### config.mk
export PLATFORM = sky130hd
export DESIGN_NAME = two_stack_sorter_unit_flat
export DESIGN_NICKNAME = d
export VERILOG_FILES = /design/src/tss_pkg.sv /design/src/tss_if.sv /design/src/tss_seq.sv /design/src/tss_datapath.sv /design/src/two_stack_sorter_unit.sv /design/src/flat_wrapper.sv
export SDC_FILE = /design/constraint.sdc
export NUM_CORES = 2
export LEC_CHECK = 0
export ABC_AREA = 1
export BUFFER_PORTS_ARGS = -buffer_cell sky130_fd_sc_hd__buf_2
export CAP_MARGIN = 20
export CORE_ASPECT_RATIO = 0.6
export CORE_MARGIN = 2
export CORE_UTILIZATION = 40
export CTS_CLUSTER_DIAMETER = 100
export CTS_CLUSTER_SIZE = 30
export DETAILED_ROUTE_END_ITERATION = 12
export PLACE_DENSITY = 0.57
export REMOVE_ABC_BUFFERS = 1
export SKIP_LAST_GASP = 1
export SLEW_MARGIN = 20
export SYNTH_ARGS = -nofsm -noshare
export SYNTH_HDL_FRONTEND = slang
export SYNTH_SLANG_ARGS = --single-unit
### constraint.sdc
create_clock -name i_clk -period 5.5 [get_ports i_clk]
set_input_delay 0.55 -clock i_clk [delete_from_list [all_inputs] [get_ports i_clk]]
set_output_delay 0.55 -clock i_clk [all_outputs]
set_load 0.02 [all_outputs]
### src/tss_pkg.sv
// tss_pkg: shared types, step labels and the microcode table of the two-stack sorter
// used by the sequencer, the datapath and the top level; depends on nothing
package tss_pkg;

    localparam int DATA_W        = 32;
    localparam int DEPTH_DEFAULT = 32;
    localparam int PC_W          = 3;

    typedef logic [PC_W-1:0] t_pc;

    // datapath operation selected by the current control word
    typedef enum logic [2:0] {
        OP_NOP,
        OP_LOAD,
        OP_POP,
        OP_FETCH,
        OP_CMP,
        OP_EMIT_START,
        OP_EMIT
    } t_op;

    // what a step waits for before it may advance
    typedef enum logic [1:0] {
        W_NONE,
        W_IN,
        W_OUT
    } t_wait;

    // branch condition of a step
    typedef enum logic [2:0] {
        C_TRUE,
        C_NOT_LAST,
        C_SRC_EMPTY,
        C_MOVE,
        C_EMIT_LAST
    } t_cond;

    typedef struct packed {
        t_op   op;
        t_wait wait_on;
        t_cond cond;
        t_pc   next_t;
        t_pc   next_f;
    } t_ctrl;

    // status flags from the datapath back to the sequencer
    typedef struct packed {
        logic in_fire;
        logic in_last;
        logic src_empty;
        logic move;
        logic out_free;
        logic emit_last;
    } t_status;

    // step labels
    localparam t_pc ST_LOAD       = t_pc'(0);
    localparam t_pc ST_POP        = t_pc'(1);
    localparam t_pc ST_FETCH      = t_pc'(2);
    localparam t_pc ST_CMP        = t_pc'(3);
    localparam t_pc ST_EMIT_START = t_pc'(4);
    localparam t_pc ST_EMIT       = t_pc'(5);

    // microcode rom: one control word per step
    function automatic t_ctrl ucode_word(t_pc pc);
        t_ctrl w;
        w = '{op: OP_NOP, wait_on: W_NONE, cond: C_TRUE, next_t: ST_LOAD, next_f: ST_LOAD};
        unique case (pc)
            ST_LOAD:       w = '{op: OP_LOAD, wait_on: W_IN, cond: C_NOT_LAST,
                                 next_t: ST_LOAD, next_f: ST_POP};
            ST_POP:        w = '{op: OP_POP, wait_on: W_NONE, cond: C_SRC_EMPTY,
                                 next_t: ST_EMIT_START, next_f: ST_FETCH};
            ST_FETCH:      w = '{op: OP_FETCH, wait_on: W_NONE, cond: C_TRUE,
                                 next_t: ST_CMP, next_f: ST_CMP};
            ST_CMP:        w = '{op: OP_CMP, wait_on: W_NONE, cond: C_MOVE,
                                 next_t: ST_CMP, next_f: ST_POP};
            ST_EMIT_START: w = '{op: OP_EMIT_START, wait_on: W_NONE, cond: C_TRUE,
                                 next_t: ST_EMIT, next_f: ST_EMIT};
            ST_EMIT:       w = '{op: OP_EMIT, wait_on: W_OUT, cond: C_EMIT_LAST,
                                 next_t: ST_LOAD, next_f: ST_EMIT};
            default:       w = '{op: OP_NOP, wait_on: W_NONE, cond: C_TRUE,
                                 next_t: ST_LOAD, next_f: ST_LOAD};
        endcase
        return w;
    endfunction

endpackage

### src/tss_if.sv
// tss_in_if / tss_out_if: valid-ready channels carrying input and result items
// depends on tss_pkg for the data width
interface tss_in_if;
    logic                              valid;
    logic                              ready;
    logic signed [tss_pkg::DATA_W-1:0] value;
    logic                              last;

    modport source (output valid, output value, output last, input ready);
    modport sink   (input valid, input value, input last, output ready);
endinterface

interface tss_out_if;
    logic                              valid;
    logic                              ready;
    logic signed [tss_pkg::DATA_W-1:0] sorted_value;
    logic                              final_res;

    modport source (output valid, output sorted_value, output final_res, input ready);
    modport sink   (input valid, input sorted_value, input final_res, output ready);
endinterface

### src/tss_seq.sv
// tss_seq: step counter and microcode lookup with conditional jumps
// depends on tss_pkg (control word, status struct, rom function)
module tss_seq (
    input  logic             i_clk,
    input  logic             i_rst_n,
    input  tss_pkg::t_status i_stat,
    output tss_pkg::t_op     o_op
);

    tss_pkg::t_pc   r_pc;
    tss_pkg::t_pc   n_pc;
    tss_pkg::t_ctrl w_word;
    logic           w_go;
    logic           w_cond;

    // current control word
    assign w_word = tss_pkg::ucode_word(r_pc);
    assign o_op   = w_word.op;

    // wait qualifier
    always_comb begin
        unique case (w_word.wait_on)
            tss_pkg::W_NONE: w_go = 1'b1;
            tss_pkg::W_IN:   w_go = i_stat.in_fire;
            tss_pkg::W_OUT:  w_go = i_stat.out_free;
            default:         w_go = 1'b1;
        endcase
    end

    // branch condition
    always_comb begin
        unique case (w_word.cond)
            tss_pkg::C_TRUE:      w_cond = 1'b1;
            tss_pkg::C_NOT_LAST:  w_cond = !i_stat.in_last;
            tss_pkg::C_SRC_EMPTY: w_cond = i_stat.src_empty;
            tss_pkg::C_MOVE:      w_cond = i_stat.move;
            tss_pkg::C_EMIT_LAST: w_cond = i_stat.emit_last;
            default:              w_cond = 1'b1;
        endcase
    end

    // next step
    always_comb begin
        if (!w_go) begin
            n_pc = r_pc;
        end else if (w_cond) begin
            n_pc = w_word.next_t;
        end else begin
            n_pc = w_word.next_f;
        end
    end

    always_ff @(posedge i_clk) begin
        if (!i_rst_n) begin
            r_pc <= tss_pkg::ST_LOAD;
        end else begin
            r_pc <= n_pc;
        end
    end

endmodule

### src/tss_datapath.sv
// tss_datapath: source and helper stack memories, counters, compare and output register
// depends on tss_pkg and the tss_in_if / tss_out_if channels
module tss_datapath #(
    parameter int DEPTH = tss_pkg::DEPTH_DEFAULT
) (
    input  logic             i_clk,
    input  logic             i_rst_n,
    input  tss_pkg::t_op     i_op,
    output tss_pkg::t_status o_stat,
    tss_in_if.sink           i_in,
    tss_out_if.source        o_out
);

    localparam int AW = (DEPTH > 1) ? $clog2(DEPTH) : 1;
    localparam int CW = $clog2(DEPTH + 1);

    typedef logic signed [tss_pkg::DATA_W-1:0] t_data;

    // stack memories
    t_data src_mem [DEPTH];
    t_data hlp_mem [DEPTH];

    t_data         r_src_rd;
    t_data         r_hlp_rd;
    logic [CW-1:0] r_scnt, n_scnt;
    logic [CW-1:0] r_hcnt, n_hcnt;
    logic [CW-1:0] r_idx, n_idx;
    t_data         r_x, n_x;
    t_data         r_odata, n_odata;
    logic          r_olast, n_olast;
    logic          r_ovalid, n_ovalid;

    logic          src_we, src_re, hlp_we, hlp_re;
    logic [AW-1:0] src_waddr, src_raddr, hlp_waddr, hlp_raddr;
    t_data         src_wdata, hlp_wdata;

    logic [CW-1:0] w_scnt_dec, w_hcnt_dec, w_hcnt_dec2, w_idx_inc;
    logic          w_in_fire, w_move, w_out_free, w_idx_last;

    assign w_scnt_dec  = r_scnt - CW'(1);
    assign w_hcnt_dec  = r_hcnt - CW'(1);
    assign w_hcnt_dec2 = r_hcnt - CW'(2);
    assign w_idx_inc   = r_idx + CW'(1);

    // handshake and status
    assign i_in.ready         = (i_op == tss_pkg::OP_LOAD);
    assign w_in_fire          = i_in.valid && i_in.ready;
    assign w_move             = (r_hcnt != '0) && (r_hlp_rd > r_x);
    assign w_out_free         = !r_ovalid || o_out.ready;
    assign w_idx_last         = (w_idx_inc == r_hcnt);

    assign o_stat.in_fire     = w_in_fire;
    assign o_stat.in_last     = i_in.last;
    assign o_stat.src_empty   = (r_scnt == '0);
    assign o_stat.move        = w_move;
    assign o_stat.out_free    = w_out_free;
    assign o_stat.emit_last   = w_idx_last;

    assign o_out.valid        = r_ovalid;
    assign o_out.sorted_value = r_odata;
    assign o_out.final_res    = r_olast;

    // operation decode
    always_comb begin
        n_scnt    = r_scnt;
        n_hcnt    = r_hcnt;
        n_idx     = r_idx;
        n_x       = r_x;
        n_odata   = r_odata;
        n_olast   = r_olast;
        n_ovalid  = r_ovalid && !o_out.ready;
        src_we    = 1'b0;
        src_re    = 1'b0;
        hlp_we    = 1'b0;
        hlp_re    = 1'b0;
        src_waddr = r_scnt[AW-1:0];
        src_raddr = w_scnt_dec[AW-1:0];
        hlp_waddr = r_hcnt[AW-1:0];
        hlp_raddr = w_hcnt_dec[AW-1:0];
        src_wdata = i_in.value;
        hlp_wdata = r_x;
        unique case (i_op)
            tss_pkg::OP_LOAD: begin
                // push the item unless the source stack is full
                if (w_in_fire && (r_scnt < CW'(DEPTH))) begin
                    src_we = 1'b1;
                    n_scnt = r_scnt + CW'(1);
                end
            end
            tss_pkg::OP_POP: begin
                if (r_scnt != '0) begin
                    src_re = 1'b1;
                    n_scnt = w_scnt_dec;
                end
            end
            tss_pkg::OP_FETCH: begin
                // latch popped value, fetch helper top
                n_x    = r_src_rd;
                hlp_re = 1'b1;
            end
            tss_pkg::OP_CMP: begin
                if (w_move) begin
                    // larger helper top goes back to the source stack
                    src_we    = 1'b1;
                    src_wdata = r_hlp_rd;
                    n_scnt    = r_scnt + CW'(1);
                    n_hcnt    = w_hcnt_dec;
                    hlp_re    = 1'b1;
                    hlp_raddr = w_hcnt_dec2[AW-1:0];
                end else begin
                    hlp_we = 1'b1;
                    n_hcnt = r_hcnt + CW'(1);
                end
            end
            tss_pkg::OP_EMIT_START: begin
                n_idx     = '0;
                hlp_re    = 1'b1;
                hlp_raddr = '0;
            end
            tss_pkg::OP_EMIT: begin
                // helper bottom first into the output register
                if (w_out_free) begin
                    n_odata   = r_hlp_rd;
                    n_olast   = w_idx_last;
                    n_ovalid  = 1'b1;
                    n_idx     = w_idx_inc;
                    hlp_re    = 1'b1;
                    hlp_raddr = w_idx_inc[AW-1:0];
                    if (w_idx_last) begin
                        n_scnt = '0;
                        n_hcnt = '0;
                    end
                end
            end
            default: begin
            end
        endcase
    end

    // source stack memory
    always_ff @(posedge i_clk) begin
        if (src_we) begin
            src_mem[src_waddr] <= src_wdata;
        end
        if (src_re) begin
            r_src_rd <= src_mem[src_raddr];
        end
    end

    // helper stack memory
    always_ff @(posedge i_clk) begin
        if (hlp_we) begin
            hlp_mem[hlp_waddr] <= hlp_wdata;
        end
        if (hlp_re) begin
            r_hlp_rd <= hlp_mem[hlp_raddr];
        end
    end

    // control registers
    always_ff @(posedge i_clk) begin
        if (!i_rst_n) begin
            r_scnt   <= '0;
            r_hcnt   <= '0;
            r_ovalid <= 1'b0;
        end else begin
            r_scnt   <= n_scnt;
            r_hcnt   <= n_hcnt;
            r_ovalid <= n_ovalid;
        end
    end

    // payload registers
    always_ff @(posedge i_clk) begin
        r_idx   <= n_idx;
        r_x     <= n_x;
        r_odata <= n_odata;
        r_olast <= n_olast;
    end

endmodule

### src/two_stack_sorter_unit.sv
// two_stack_sorter_unit: loads one item per cycle until last, then sorts and emits.
// Sort: each value popped from the source stack (moved entries are popped again) passes
// the pop, fetch and compare steps, each helper entry moved back takes another compare
// step, and a pop step on the empty source stack ends the sort.
// Emit: a setup step, then one result per cycle while the output is taken.
// Reset (synchronous, active low) clears the step counter, stack counts and output valid;
// stack contents are undefined until written and need no clearing pass.
module two_stack_sorter_unit #(
    parameter int DEPTH = tss_pkg::DEPTH_DEFAULT
) (
    input  logic      i_clk,
    input  logic      i_rst_n,
    tss_in_if.sink    i_in,
    tss_out_if.source o_out
);

    tss_pkg::t_op     w_op;
    tss_pkg::t_status w_stat;

    // microcode sequencer
    tss_seq u_seq (
        .i_clk   (i_clk),
        .i_rst_n (i_rst_n),
        .i_stat  (w_stat),
        .o_op    (w_op)
    );

    // stacks and compare datapath
    tss_datapath #(
        .DEPTH (DEPTH)
    ) u_dp (
        .i_clk   (i_clk),
        .i_rst_n (i_rst_n),
        .i_op    (w_op),
        .o_stat  (w_stat),
        .i_in    (i_in),
        .o_out   (o_out)
    );

`ifndef SYNTHESIS
    // a last item starts the sort on the next cycle
    a_last_starts_sort: assert property (@(posedge i_clk) disable iff (!i_rst_n)
        (i_in.valid && i_in.ready && i_in.last) |=> (w_op == tss_pkg::OP_POP))
        else $error("sort did not start after last item");

    // a stalled result keeps the sequencer in the emit step
    a_emit_holds: assert property (@(posedge i_clk) disable iff (!i_rst_n)
        (w_op == tss_pkg::OP_EMIT && o_out.valid && !o_out.ready)
            |=> (w_op == tss_pkg::OP_EMIT))
        else $error("emit step left while output stalled");

    // the final result returns the block to loading
    a_final_to_load: assert property (@(posedge i_clk) disable iff (!i_rst_n)
        (w_op == tss_pkg::OP_EMIT && w_stat.out_free && w_stat.emit_last)
            |=> (w_op == tss_pkg::OP_LOAD && o_out.valid && o_out.final_res))
        else $error("final item not followed by load step");
`endif

endmodule

### src/flat_wrapper.sv
// flat-port wrapper written by rule: the top's interface ports become plain ports
module two_stack_sorter_unit_flat 
#(
    parameter int DEPTH = tss_pkg::DEPTH_DEFAULT
)
  (i_clk, i_rst_n, i_in_valid, i_in_value, i_in_last, i_in_ready, o_out_valid, o_out_sorted_value, o_out_final_res, o_out_ready);
  tss_in_if i_in_i ();
  tss_out_if o_out_i ();
  input  logic i_clk;
  input  logic i_rst_n;
  input wire logic [$bits(i_in_i.valid)-1:0] i_in_valid;
  input wire logic [$bits(i_in_i.value)-1:0] i_in_value;
  input wire logic [$bits(i_in_i.last)-1:0] i_in_last;
  output wire logic [$bits(i_in_i.ready)-1:0] i_in_ready;
  output wire logic [$bits(o_out_i.valid)-1:0] o_out_valid;
  output wire logic [$bits(o_out_i.sorted_value)-1:0] o_out_sorted_value;
  output wire logic [$bits(o_out_i.final_res)-1:0] o_out_final_res;
  input wire logic [$bits(o_out_i.ready)-1:0] o_out_ready;
  assign i_in_i.valid = i_in_valid;
  assign i_in_i.value = i_in_value;
  assign i_in_i.last = i_in_last;
  assign i_in_ready = i_in_i.ready;
  assign o_out_valid = o_out_i.valid;
  assign o_out_sorted_value = o_out_i.sorted_value;
  assign o_out_final_res = o_out_i.final_res;
  assign o_out_i.ready = o_out_ready;
  two_stack_sorter_unit #(.DEPTH(DEPTH)) u_core (.i_clk(i_clk), .i_rst_n(i_rst_n), .i_in(i_in_i), .o_out(o_out_i));
endmodule
==> flow_summary.html <==
<table>
<tr><th>Metric</th><th>Value</th></tr>
<tr><th colspan="2">Clocking</th></tr>
<tr><td>Number of CTS-inserted buffers</td><td>83</td></tr>
<tr><td>Clock latency on the worst-skew pair</td><td>0.77 ns</td></tr>
<tr><td>Maximum level of the CTS H-tree</td><td>3</td></tr>
<tr><td>Post-CTS setup buffer count</td><td>0</td></tr>
<tr><td>Number of gates given a new drive strength after cts</td><td>0</td></tr>
<tr><td>Clock root buffer master</td><td>sky130_fd_sc_hd__clkbuf_16</td></tr>
<tr><td>Post-CTS Hold Fix Bufs</td><td>0</td></tr>
<tr><td>CTS tree</td><td>built</td></tr>
<tr><td>Worst-path clk slew</td><td>0.12 ns</td></tr>
<tr><td>Longest Clk Path Bufs</td><td>3</td></tr>
<tr><td>Clock Sink Count</td><td>2199</td></tr>
<tr><th colspan="2">Pwr</th></tr>
<tr><td>Overall power of the completed layout</td><td>49.5 mW</td></tr>
<tr><td>Leakage power total</td><td>34.6 nW</td></tr>
<tr><td>Max IR drop VDD</td><td>0.702 mV</td></tr>
<tr><td>Cell Pwr Density</td><td>501 nW/µm²</td></tr>
<tr><th colspan="2">Floorplanning</th></tr>
<tr><td>Die extent in y</td><td>374 µm</td></tr>
<tr><td>Area inside the core boundary</td><td>226000 µm²</td></tr>
<tr><td>Effective utilization at floorplan</td><td>40.3%</td></tr>
<tr><td>Site row count</td><td>135</td></tr>
<tr><td>Die area</td><td>232000 µm²</td></tr>
<tr><td>Horizontal die dimension</td><td>621 µm</td></tr>
<tr><td>I/O pin total</td><td>72</td></tr>
<tr><th colspan="2">Synthesis</th></tr>
<tr><td>Basic-gate share of the synthesized area counting and, or, nand and nor cells</td><td>15.7%</td></tr>
<tr><td>Synthesized flop and latch total</td><td>2199</td></tr>
<tr><td>Seq/Total Area, Yosys</td><td>72.2%</td></tr>
<tr><td>Synth Area in XOR/XNOR</td><td>0.125%</td></tr>
<tr><td>Post-synthesis share of cell area spent on full adders, half adders and majority gates</td><td>0.617%</td></tr>
<tr><td>Synth Area in Compound Gates</td><td>6.32%</td></tr>
<tr><td>Combinational family with the most area after synthesis</td><td>simple AND/OR/NAND/NOR gates</td></tr>
<tr><td>Area of the mapped netlist</td><td>91300 µm²</td></tr>
<tr><td>Multiplexer share of the synthesized area</td><td>0%</td></tr>
<tr><td>Most frequently used flop master after synthesis</td><td>sky130_fd_sc_hd__edfxtp_1</td></tr>
<tr><td>Library cells used by synthesis</td><td>47</td></tr>
<tr><td>Gate count of the mapped netlist</td><td>7588</td></tr>
<tr><td>Number of enable flip-flop cells after synthesis</td><td>2183</td></tr>
<tr><td>Number of warnings printed during yosys synthesis</td><td>0</td></tr>
<tr><td>Post-synthesis area per instance</td><td>12.0 µm²</td></tr>
<tr><td>Async set-reset flop share out of synthesis</td><td>0%</td></tr>
<tr><th colspan="2">Cells and area</th></tr>
<tr><td>Commonest cells after routing, fill and taps aside</td><td>2183 x sky130_fd_sc_hd__edfxtp_1, 1180 x sky130_fd_sc_hd__nand2_1, 1178 x sky130_fd_sc_hd__nand3_1, 628 x sky130_fd_sc_hd__inv_1, 618 x sky130_fd_sc_hd__nor2_1</td></tr>
<tr><td>Commonest non-fill, non-tap cell in the layout</td><td>sky130_fd_sc_hd__edfxtp_1</td></tr>
<tr><td>Signed area change from the synthesized netlist to the final layout</td><td>8.37%</td></tr>
<tr><td>Net count of the finished layout</td><td>7545</td></tr>
<tr><td>Count of non-filler cells in the finished layout</td><td>10500</td></tr>
<tr><td>Proportion of layout cells with a drive suffix above 1</td><td>6.64%</td></tr>
<tr><th colspan="2">Timing</th></tr>
<tr><td>Final setup viols</td><td>0</td></tr>
<tr><td>TNS Setup</td><td>0 ns</td></tr>
<tr><td>Slew @ Worst Pin</td><td>1.11 ns</td></tr>
<tr><td>Post-route clock period utilization</td><td>93.1%</td></tr>
<tr><td>Maximum operating frequency</td><td>0.195 GHz</td></tr>
<tr><td>Largest clock skew in the final design</td><td>0.0368 ns</td></tr>
<tr><td>Setup repair after global routing missed its margin</td><td>false</td></tr>
<tr><td>Final worst path period need</td><td>5.12 ns</td></tr>
<tr><td>Rel. slew slack</td><td>25.6%</td></tr>
<tr><td>Number of slew-limit violations in the final report</td><td>0</td></tr>
<tr><td>Final Hold Violating Endpoints</td><td>0</td></tr>
<tr><th colspan="2">Place</th></tr>
<tr><td>Number of I/O port buffers</td><td>71</td></tr>
<tr><td>Final weighted congestion in routability-driven placement</td><td>0.838</td></tr>
<tr><td>Cell Count Post-Placement</td><td>10400</td></tr>
<tr><td>Final HPWL DP</td><td>152000 µm</td></tr>
<tr><th colspan="2">Critical path</th></tr>
<tr><td>Crit path top cell by count</td><td>sky130_fd_sc_hd__nand2_1</td></tr>
<tr><td>Crit end category</td><td>flip-flop</td></tr>
<tr><td>Crit path required time</td><td>6.05 ns</td></tr>
<tr><td>Worst Reg2Reg Path Length in Cells</td><td>27</td></tr>
<tr><td>Worst path slowest cell</td><td>sky130_fd_sc_hd__inv_8</td></tr>
<tr><td>Data arrival, critical path</td><td>5.67 ns</td></tr>
<tr><td>Class of the most critical setup path</td><td>flip-flop to flip-flop</td></tr>
<tr><td>Largest fanout on the critical path</td><td>55</td></tr>
<tr><td>Kind of start point of the critical path</td><td>flip-flop</td></tr>
<tr><td>Slowest stage delay, CP</td><td>0.53 ns</td></tr>
<tr><td>Flop2flop setup slack</td><td>0.38 ns</td></tr>
<tr><th colspan="2">GRT</th></tr>
<tr><td>Vias in the first global route</td><td>55500</td></tr>
<tr><td>Grt ovf</td><td>0</td></tr>
<tr><td>GRT Util Overall</td><td>23.5%</td></tr>
<tr><td>Pin count of the biggest net entering global routing</td><td>198</td></tr>
<tr><td>Global-route wire length before repair</td><td>400000 µm</td></tr>
<tr><td>Number of antenna violations at the first check in global routing</td><td>10</td></tr>
<tr><th colspan="2">Routing</th></tr>
<tr><td>Count of antenna-violating nets left after detailed routing</td><td>0</td></tr>
<tr><td>Final routed wirelength across all metal layers</td><td>280000 µm</td></tr>
<tr><td>Final routed wire length divided by cell count</td><td>26.6 µm</td></tr>
<tr><td>First-pass DRT Iterations</td><td>5</td></tr>
<tr><td>Total number of vias</td><td>60100</td></tr>
<tr><td>Iteration-0 DRC Markers</td><td>9774</td></tr>
<tr><td>Remaining routing DRC violations</td><td>0</td></tr>
<tr><td>Detailed-route vias per instance</td><td>5.72</td></tr>
<tr><th colspan="2">Hold path</th></tr>
<tr><td>Hold WC Path Type</td><td>input pin to flip-flop</td></tr>
<tr><td>Cell count of the worst hold path</td><td>3</td></tr>
<tr><th colspan="2">Run</th></tr>
<tr><td>Maximum capacitance violations</td><td>0</td></tr>
<tr><th colspan="2">Run status</th></tr>
<tr><td>Result of the run</td><td>finished, final reports clean</td></tr>
</table>
kinds of logic (layout without fill, tap and decap cells):
family                     after synthesis  count (layout)
AOI/OAI and AO/OA                      950             950
other                                    0               4
and+or+nand+nor                       3232            3232
adders and majority gates               45              45
buffers and inverters                 1149            1047
xor gates and xnor gates                13              13
DFF                                   2199            2199
stage by stage:
stage / setup slack (ns) / hold slack (ns) / util [%] / cell area, µm²
CTS: 0.433 / 0.0663 / 43.7 / 98900
global placement: 0.342 / 0.404 / 42.7 / 96600
detailed placement: 0.466 / 0.405 / 42.7 / 96600
floorplan: -27.39 / 0.400 / - / 89000
global route: 0.0563 / 0.0776 / 43.7 / 98900
finish: 0.378 / 0.114 / 43.7 / 98900
worst max-delay path: cells and delay by family (launching register included):
| kind | cells | cell delay [ns] |
|---|---|---|
| flip-flops | 1 | 0.34 |
| adder cells (fa/ha/maj) | 1 | 0.32 |
| buffers and inverters | 5 | 1.44 |
| AND/OR/NAND/NOR | 21 | 2.73 |
cell usage after synthesis (2+ instances only):
master                     number  area [µm²]
sky130_fd_sc_hd__a21oi_1       34         170
sky130_fd_sc_hd__a221oi_1       2        17.5
sky130_fd_sc_hd__a31oi_1       34         213
sky130_fd_sc_hd__a32oi_1       31         272
sky130_fd_sc_hd__and3_1         2        12.5
sky130_fd_sc_hd__buf_1          7        26.3
sky130_fd_sc_hd__buf_2        180         901
sky130_fd_sc_hd__buf_4         12        90.1
sky130_fd_sc_hd__buf_6         12         135
sky130_fd_sc_hd__clkbuf_1     294        1100
sky130_fd_sc_hd__dfxtp_1       16         320
sky130_fd_sc_hd__edfxtp_1    2183       65600
sky130_fd_sc_hd__ha_1          45         563
sky130_fd_sc_hd__inv_1        634        2380
sky130_fd_sc_hd__inv_2         10        37.5
sky130_fd_sc_hd__nand2_1     1186        4450
sky130_fd_sc_hd__nand2_2        2        12.5
sky130_fd_sc_hd__nand3_1     1179        5900
sky130_fd_sc_hd__nand3b_1     160        1200
sky130_fd_sc_hd__nand4_1        6        37.5
sky130_fd_sc_hd__nor2_1       682        2560
sky130_fd_sc_hd__nor2_2         2        12.5
sky130_fd_sc_hd__nor2_4         3        33.8
sky130_fd_sc_hd__nor3_1         6        30.0
sky130_fd_sc_hd__o211ai_1       2        15.0
sky130_fd_sc_hd__o21a_1         2        15.0
sky130_fd_sc_hd__o21ai_0      575        2880
sky130_fd_sc_hd__o21ai_1        2        10.0
sky130_fd_sc_hd__o221ai_1     190        1660
sky130_fd_sc_hd__o22ai_1       67         419
sky130_fd_sc_hd__xnor2_1        3        26.3
sky130_fd_sc_hd__xor2_1        10        87.6
layer usage:
metal,GRT usage [%],part of all wire [%]
met5,0,0
met2,33.3,42
met4,5.45,2.3
met3,3.28,9.5
met1,37.9,46
flip-flops by register name, summed over array words and instances, names as in the netlist:
| signal | cells |
|---|---|
| u_core.u_dp.o_out.final_res | 1 |
| u_core.u_dp.src_mem | 1024 |
| u_core.u_dp.r_hlp_rd | 32 |
| u_core.u_dp.hlp_wdata | 32 |
| u_core.u_seq.r_pc | 3 |
| u_core.u_dp.r_hcnt | 6 |
| u_core.u_dp.r_scnt | 6 |
| u_core.u_dp.r_src_rd | 32 |
| u_core.u_dp.r_idx | 6 |
| u_core.u_dp.o_out.valid | 1 |
| u_core.u_dp.o_out.sorted_value | 32 |
| u_core.u_dp.hlp_mem | 1024 |
final cells by class:
cell class | count | area (µm²)
fill | 20600 | 127000
antenna | 4 | 10.0
tap | 3014 | 3770
inverter | 644 | 2450
clock buffer | 100 | 2200
timing repair buffer | 295 | 3150
multi-input combinational | 4240 | 21400
clock inverter | 8 | 110
sequential | 2199 | 65900
power by group:
group | leakage [nW] | switching (mW) | internal, mW
Clock | 1.13 | 5.06 | 2.95
Sequential | 19.8 | 0.542 | 19.6
Combinational | 13.7 | 15.6 | 5.86
Total | 34.6 | 21.2 | 28.4
final timing paths:
path / start / end
worst min-delay path: i_rst_n / u_core.u_dp.r_scnt[2]$_SDFFE_PN0P_
worst min register to register: u_core.u_dp.r_src_rd[27]$_DFFE_PP_ / u_core.u_dp.hlp_wdata[27]$_DFFE_PN_
worst max register to register: u_core.u_dp.hlp_wdata[2]$_DFFE_PN_ / u_core.u_dp.r_hlp_rd[23]$_DFFE_PP_
worst max-delay path: u_core.u_dp.hlp_wdata[2]$_DFFE_PN_ / u_core.u_dp.r_hlp_rd[23]$_DFFE_PP_
Power figures use the tool's default switching activity.
